--- src/hdl/ncem_pkg.sv ---
// ----------------------------------------------------------------------------
// ncem_pkg
// Shared types and constants of the nearest-centroid electrode map.
// ----------------------------------------------------------------------------
package ncem_pkg;

  localparam int COORD_W   = 24;
  localparam int DIST_W    = 49;
  localparam int THRESH_W  = 50;
  localparam int WCNT_W    = 11;
  localparam int WIDX_W    = 10;
  localparam int EIDX_W    = 6;
  localparam int NUM_EIDX  = 64;
  localparam int RC_W      = 3;
  localparam int CFG_W     = 50;
  localparam int CFG_IDX_W = 2;

  localparam logic [CFG_IDX_W-1:0] CFG_PKG_LEN     = 2'd0;
  localparam logic [CFG_IDX_W-1:0] CFG_MAX_DIST_SQ = 2'd1;
  localparam logic [CFG_IDX_W-1:0] CFG_WIRE_COUNT  = 2'd2;

  localparam logic REQ_LOAD  = 1'b0;
  localparam logic REQ_QUERY = 1'b1;

  typedef enum logic [1:0] {
    OP_LOAD    = 2'd0,
    OP_QUERY   = 2'd1,
    OP_OFFGRID = 2'd2
  } op_t;

  typedef struct packed {
    logic               req_type;
    logic [WIDX_W-1:0]  wire_index;
    logic [COORD_W-1:0] centroid_x;
    logic [COORD_W-1:0] centroid_y;
    logic [EIDX_W-1:0]  electrode_index;
  } in_item_t;

  typedef struct packed {
    logic [EIDX_W-1:0] queried_electrode;
    logic              connected;
    logic [WIDX_W-1:0] nearest_wire;
  } out_item_t;

  typedef struct packed {
    op_t                op;
    logic [WIDX_W-1:0]  wire_index;
    logic [COORD_W-1:0] centroid_x;
    logic [COORD_W-1:0] centroid_y;
    logic [EIDX_W-1:0]  electrode_index;
    logic [RC_W-1:0]    row;
    logic [RC_W-1:0]    col;
  } cmd_t;

endpackage

--- src/hdl/ncem_front.sv ---
// ----------------------------------------------------------------------------
// ncem_front
// Accepts items, decodes them into commands (grid row and column, range
// checks) and holds them in a two-entry queue for the back end.
// ----------------------------------------------------------------------------
module ncem_front #(
  parameter int GRID_SIDE = 8,
  parameter int MAX_WIRES = 1024
) (
  input  logic              clk,
  input  logic              rst_n,
  input  logic              in_valid,
  output logic              in_ready,
  input  ncem_pkg::in_item_t in_data,
  output logic              cmd_valid,
  input  logic              cmd_ready,
  output ncem_pkg::cmd_t    cmd_item
);
  import ncem_pkg::*;

  localparam int CELLS = GRID_SIDE * GRID_SIDE;

  function automatic logic [NUM_EIDX*RC_W-1:0] build_tab(input logic want_col);
    logic [NUM_EIDX*RC_W-1:0] t;
    t = '0;
    for (int k = 0; k < NUM_EIDX; k++) begin
      t[k*RC_W +: RC_W] = want_col ? RC_W'(k % GRID_SIDE) : RC_W'(k / GRID_SIDE);
    end
    return t;
  endfunction

  localparam logic [NUM_EIDX*RC_W-1:0] ROW_TAB = build_tab(1'b0);
  localparam logic [NUM_EIDX*RC_W-1:0] COL_TAB = build_tab(1'b1);

  cmd_t       dec;
  logic       keep;
  logic       push;
  logic       pop;
  cmd_t       q_mem_r [2];
  logic       wr_ptr_r, wr_ptr_nxt;
  logic       rd_ptr_r, rd_ptr_nxt;
  logic [1:0] cnt_r, cnt_nxt;

  always_comb begin
    dec.wire_index      = in_data.wire_index;
    dec.centroid_x      = in_data.centroid_x;
    dec.centroid_y      = in_data.centroid_y;
    dec.electrode_index = in_data.electrode_index;
    dec.row             = ROW_TAB[in_data.electrode_index*RC_W +: RC_W];
    dec.col             = COL_TAB[in_data.electrode_index*RC_W +: RC_W];
    keep                = 1'b1;
    if (in_data.req_type == REQ_LOAD) begin
      dec.op = OP_LOAD;
      keep   = {1'b0, in_data.wire_index} < WCNT_W'(MAX_WIRES);
    end else if ({1'b0, in_data.electrode_index} < (EIDX_W+1)'(CELLS)) begin
      dec.op = OP_QUERY;
    end else begin
      dec.op = OP_OFFGRID;
    end
  end

  assign in_ready  = (cnt_r != 2'd2);
  assign push      = in_valid && in_ready && keep;
  assign cmd_valid = (cnt_r != 2'd0);
  assign pop       = cmd_valid && cmd_ready;
  assign cmd_item  = q_mem_r[rd_ptr_r];

  always_comb begin
    wr_ptr_nxt = push ? ~wr_ptr_r : wr_ptr_r;
    rd_ptr_nxt = pop ? ~rd_ptr_r : rd_ptr_r;
    cnt_nxt    = cnt_r + 2'(push) - 2'(pop);
  end

  always_ff @(posedge clk) begin
    if (!rst_n) begin
      wr_ptr_r <= 1'b0;
      rd_ptr_r <= 1'b0;
      cnt_r    <= 2'd0;
    end else begin
      wr_ptr_r <= wr_ptr_nxt;
      rd_ptr_r <= rd_ptr_nxt;
      cnt_r    <= cnt_nxt;
    end
  end

  always_ff @(posedge clk) begin
    if (push) begin
      q_mem_r[wr_ptr_r] <= dec;
    end
  end

endmodule

--- config.mk ---
export PLATFORM = sky130hd
export DESIGN_NAME = ncem_front
export DESIGN_NICKNAME = d
export VERILOG_FILES = /design/src/hdl/ncem_pkg.sv /design/src/hdl/ncem_front.sv
export SDC_FILE = /design/constraint.sdc
export NUM_CORES = 1
export LEC_CHECK = 0
export ABC_AREA = 1
export BUFFER_PORTS_ARGS = -buffer_cell sky130_fd_sc_hd__buf_4
export CAP_MARGIN = 20
export CORE_ASPECT_RATIO = 2
export CORE_UTILIZATION = 50
export CTS_BUF_LIST = sky130_fd_sc_hd__clkbuf_16
export DETAILED_ROUTE_END_ITERATION = 7
export PLACE_DENSITY = 0.87
export SETUP_SLACK_MARGIN = 0.5
export SLEW_MARGIN = 20
export SYNTH_ARGS = -nofsm -noshare
export SYNTH_HDL_FRONTEND = slang
export SYNTH_SLANG_ARGS = --single-unit
--- constraint.sdc ---
create_clock -name clk -period 8.11 [get_ports clk]
set_clock_uncertainty 0.2 [all_clocks]
set_input_delay 0.4055 -clock clk [delete_from_list [all_inputs] [get_ports clk]]
set_output_delay 0.4055 -clock clk [all_outputs]
set_load 0.05 [all_outputs]
==> flow_summary.ini, run 1 <==
[timing]
hold_violations = 0
max_slew.worst_pin.slew_ns = 0.9101
rsz0062_at_grt = no
tns_ns = 0
setup-violations-final = 0
timing.hold.ws_ns = 0.01728
period_share_pct = 31.00
period_minus_slack_ns = 2.514
slew_viol_final = 0
fmax_mhz = 397.8
slew_headroom_pct = 39.24

[worst_setup_path]
reg2reg_to = q_mem_r[0][10]
reg2reg_slack_ns = 5.69
critPathKind = reg -> out
endpoint = cmd_item[56]
cp-start-kind = flip-flop
reg2regPathDepth = 5
rr_startpoint = cnt_r[0]
worstPathArrival_ns = 1.91
end_kind = primary output
critPathRequiredTime_ns = 7.50
cp_max_fo = 45

[route]
drtIter0Drc = 128
routed_wl_um = 10270
drc = 0
ant_nets = 0
drt-pass1-iter-count = 4
routed_via_density = 4.838
wl_per_cell_um = 16.78
vias = 2961

[finish]
utilization_pct = 75.12
drive_above_1_share_pct = 50.53
mostFrequentLayoutCells = buf_4 (143), edfxtp_1 (130), dlygate4sd3_1 (65)
final_common_cell = buf_4
nNetsFinal = 533
areaGrowthSynthToFinish_pct = 45.69
final_area_um2 = 7576

[synth]
yosys-top-cells-area = edfxtp_1 (75%), mux2_4 (14%), mux2_2 (3.2%)
synth_seq_cells = 135
synthesis.area_um2 = 5200
netlist_instances = 248
ys_seq_area_share_pct = 77.00
synth_nets = 319
synth_top_area_share_pct = 75.07
synth.avg_cell_area_um2 = 20.97
ys.warnings.count = 0
synth_cell_types = 14
yosys.area.top_type = edfxtp_1

[grt]
overflow = 0
antenna_found_initial = 2
grt_max_degree = 66
grt_pass1_vias = 3248
grt_usage_pct = 20.31
grt_pass1_wl_um = 15540

[floorplanning]
die_w_um = 74.11
io_pins = 143
chipHeight_um = 146.2
dieArea_um2 = 10840
core_area_um2 = 10080
rows = 52
start_util_pct = 51.56

[cts]
clockRootBuffer = clkbuf_16
cts.sink_count = 135
cts_tree = built
cts_resized = 0
clock_path_buffers = 2
cts_buffers = 17
clk_latency_ns = 0.40
clkSlewWorstSetupHoldPaths_ns = 0.06
htree_levels = 4

[placed_design]
dpl.hpwl_um = 6283
gp_congestion = 0.7183
io_buffer_count = 141
dpl-instance-area_um2 = 6329

[pwr]
p_total_mw = 2.627
peakVddDrop_uv = 320.0
power_density_nw_per_um2 = 346.8
p_leak_nw = 3.023

[min_path]
hold_class = in -> reg

[status]
outcome = finished, final reports clean

[flow_run]
cap_viol_max_count = 0
flip-flops by register name, summed over array words and instances (netlist names), named ones only:
name      cells
q_mem_r     130
rd_ptr_r      1
cnt_r         2
wr_ptr_r      1
cells in the mapped netlist, drive strengths merged:
| master | instances |
|---|---|
| mux2 | 65 |
| ha | 2 |
| nor2 | 8 |
| nand2 | 9 |
| inv | 9 |
| nand3 | 3 |
| buf | 14 |
| edfxtp | 130 |
| conb | 1 |
| dfxtp | 5 |
| a21oi | 2 |
per-layer routing:
| layer | vias up | global-route usage [%] | wire length [um] |
|---|---|---|---|
| met4 | 0 | 12.31 | 396 |
| met1 | 1442 | 18.93 | 3356 |
| met3 | 35 | 6.280 | 533 |
| met2 | 110 | 36.45 | 5981 |
| li1 | 1374 | - | - |
| met5 | - | 0 | 0 |
per-stage QoR:
stage,setup slack (ns),cells
3_5_place_dp,5.662,512
4_1_cts,5.307,609
2_1_floorplan,3.798,248
5_1_grt,5.514,612
6_report,5.596,612
3_3_place_gp,5.784,512
worst min path at each step:
stage                  start  cells past startpoint  slack [ns]   endpoint
CTS                    rst_n                      3       0.006   cnt_r[0]
global placement    rd_ptr_r                      2        0.28   rd_ptr_r
finish                 rst_n                      3        0.02   cnt_r[0]
floorplan           rd_ptr_r                      2        0.27  flip-flop
global route           rst_n                      3       0.005   cnt_r[0]
detailed placement  rd_ptr_r                      2        0.32  flip-flop
kinds of logic after synthesis:
group                      after synthesis  synth area share (%)
AOI/OAI and AO/OA                        2                0.1925
adders and majority gates                2                0.4812
buffers and inverters                   23                 3.056
DFF                                    135                 77.00
muxes                                   65                 17.69
other                                    1               0.07212
and+or+nand+nor                         20                 1.516
power by group:
| part | switching, mW | internal (mW) |
|---|---|---|
| clock network | 0.268 | 0.446 |
| registers | 0.0448 | 0.895 |
| logic | 0.621 | 0.352 |
| total | 0.933 | 1.69 |
area by class of cell:
class	instances	area, um2
diodes	2	5.005
multi-input cells	90	1045
flip-flops and latches	135	4008
repair buffers	209	1752
clock buffers	17	425.4
well taps	135	168.9
fillers	568	2509
clock inverters	15	138.9
inverters	9	33.78
critical path, stage by stage (launching register included):
cell,delay (ns)
dfxtp_4,0.58
buf_16,0.34
mux2_2,0.39
buf_4,0.19
repair_timing:
action,in CTS,in global routing
hold endpoints to repair,130,0
buffers inserted,0,0
hold buffers,65,0
(Power assumes the default switching activity.)
==> run 2, diff against run 1 <==
Settings changed: ABC_AREA 1 to 0, CORE_UTILIZATION 50 to 47, PLACE_DENSITY 0.87 to 0.86.
Clock period 8.11 ns to 2.2 ns, I/O delays scaled along.
==> run 2 against run 1 <==
Net effect:
- die area rose by 6.2%
- combinational power rose to 5.2 times the previous value
- sequential power rose to 3.6 times the previous value
- clock power rose to 4.1 times the previous value
- via count rose by 2.4%
- synthesized cell count fell by 4.4%
- area after synthesis barely moved
- first-iteration DRC count fell by 2.3%
- global-route usage fell by 1.1 points
- total power rose to 4.3 times the previous value
- critical path type unchanged
==> flow_summary.ini, run 2 <==
[pwr]
p_leak_nw = 3.363
power_density_nw_per_um2 = 1351
peakVddDrop_uv = 932.4

[synth]
ys_seq_area_share_pct = 77.02
synth_fa_ha_area_share_pct = 0.4813
ys_async_sr_fraction_pct = 0
yosys-top-cells-area = edfxtp_1 (75%), mux2_4 (14%), mux2_2 (3.2%)
synth_seq_cells = 135
netlist_instances = 237
synth-xor-area-share_pct = 0.3369
synth_compound_area_share_pct = 0.2407
synth_cell_types = 23
ys.warnings.count = 0
synth_top_area_share_pct = 75.09
muxShareOfSynthArea_pct = 17.69
synth.avg_cell_area_um2 = 21.94
yosys.area.top_type = edfxtp_1
ys.flop_type = edfxtp_1
yosys-top-cells-count = edfxtp_1 (130), mux2_4 (50), mux2_2 (15), buf_4 (7), buf_6 (6)
synth.most_common_cell = edfxtp_1
synthesis.area_um2 = 5199
synth_nets = 308
synth_top_family_by_area = multiplexers
synth-simple-area-share_pct = 1.540
synth_edf_count = 130

[grt]
grt_max_degree = 36
antenna_found_initial = 0
grt_pass1_vias = 3273
overflow = 0
grt_usage_pct = 19.26
grt_pass1_wl_um = 16040

[cts]
clockRootBuffer = clkbuf_16
cts_tree = built
clk_latency_ns = 0.40
cts_buffers = 17
clkSlewWorstSetupHoldPaths_ns = 0.05
clock_path_buffers = 2
htree_levels = 4
cts.sink_count = 135

[floorplanning]
die_w_um = 76.37
dieArea_um2 = 11510
io_pins = 143
chipHeight_um = 150.7
start_util_pct = 48.09
rows = 54
core_area_um2 = 10810

[finish]
utilization_pct = 78.15
nNetsFinal = 543
seqCellArea_um2 = 4015
multiInputGateArea_um2 = 1149
final_common_cell = edfxtp_1
top_register = q_mem_r
final_area_um2 = 8448
areaGrowthSynthToFinish_pct = 62.50
mostFrequentLayoutCells = edfxtp_1 (130), buf_4 (72), dlygate4sd3_1 (67)
fill_cells = 573
reg_top3 = q_mem_r (130), cnt_r (2)
largest_register_ffs = 130
drive_above_1_share_pct = 55.67

[status]
outcome = finished, final reports clean

[worst_setup_path]
cp_max_fo = 8
worstPathArrival_ns = 1.58
critPathRequiredTime_ns = 1.89
cp-start-kind = flip-flop
end_kind = primary output
critPathKind = reg -> out

[placed_design]
pre_cts_slack_ns = 0.3921
dpl.hpwl_um = 6468
dpl-instance-area_um2 = 6419
gp_congestion = 0.7798
io_buffer_count = 141

[min_path]
hold_class = in -> reg

[route]
ant_nets = 0
drc = 0
routed_via_density = 4.845
vias = 3033
wl_per_cell_um = 18.98
drt-pass1-iter-count = 7
drtIter0Drc = 125
routed_wl_um = 11880

[timing]
period_share_pct = 85.82
slew_viol_final = 0
layout_setup_ws_ns = 0.3119
period_minus_slack_ns = 1.888
fmax_mhz = 529.6
setup-violations-final = 0
hold_violations = 0
rsz0062_at_grt = yes

[flow_run]
cap_viol_max_count = 0
## run 2: cell types whose count changed after synthesis, moves of 2 or more
cell | previous run | this run
nand2_1 | 9 | 1
inv_1 | 9 | 3
and2_1 | 0 | 3
nor2_1 | 8 | 3
a21oi_1 | 2 | 0
nand3_1 | 3 | 0
## run 2: critical path: stages, from the launching register on
cell	delay, ns
dfxtp_4	0.38
buf_12	0.15
clkbuf_16	0.18
mux2_4	0.31
buf_8	0.15
## run 2: cells by family after synthesis
kind of cell               after synthesis
DFF                                    135
muxes                                   65
buffers and inverters                   17
and+or+nand+nor                         13
adders and majority gates                2
AOI/OAI and AO/OA                        2
xor gates and xnor gates                 2
other                                    1
## run 2: per-stage QoR
stage | hold WS [ns] | power [mW] | TNS, ns | instances
detailed placement | 0.09745 | 7.315 | 0 | 510
finish | 0.1386 | 11.41 | 0 | 626
global placement | 0.09511 | 7.226 | 0 | 510
CTS | 0.03131 | 10.62 | 0 | 619
global route | 0.1635 | 11.77 | 0 | 625
floorplan | 0.008869 | 6.349 | -9.424 | 237
## run 2: timing repair
action                     4_1_cts  5_1_grt
hold buffers                    67        0
setup endpoints to repair      102      133
setup buffers                    7        1
hold endpoints to repair       135        0
cloned                           3        5
pin swaps                        4        6
resized for setup               12      111
## run 2: path summary, 6_finish.rpt
kind,from,slack (ns),end,cells after the start
max,flip-flop,0.31,cmd_item[67],4
min,cmd_ready,0.14,rd_ptr_r,6
max reg2reg,cnt_r[0],0.42,cnt_r[1],7
min reg2reg,wr_ptr_r,0.37,wr_ptr_r,2
## run 2: metal layers
layer  wire [um]  GRT usage (%)
met1        4027          17.69
met2        7151          37.03
met3         460          5.273
met4         240          11.25
met5           0              0
## run 2: where the power goes
part	total [mW]	switching [mW]	internal (mW)
clock network	2.94	1.04	1.90
logic	5.06	2.77	2.30
registers	3.41	0.141	3.27
total	11.4	3.95	7.47
## run 2: final cells by class
| class | count | share of cell area, % |
|---|---|---|
| Clock buffer | 17 | 5.036 |
| Tap cell | 140 | 2.073 |
| Inverter | 3 | 0.1333 |
| Clock inverter | 15 | 2.370 |
| Antenna cell | 1 | 0.02962 |
| Timing Repair Buffer | 230 | 29.24 |
| Multi-Input combinational cell | 85 | 13.60 |
| Sequential cell | 135 | 47.53 |
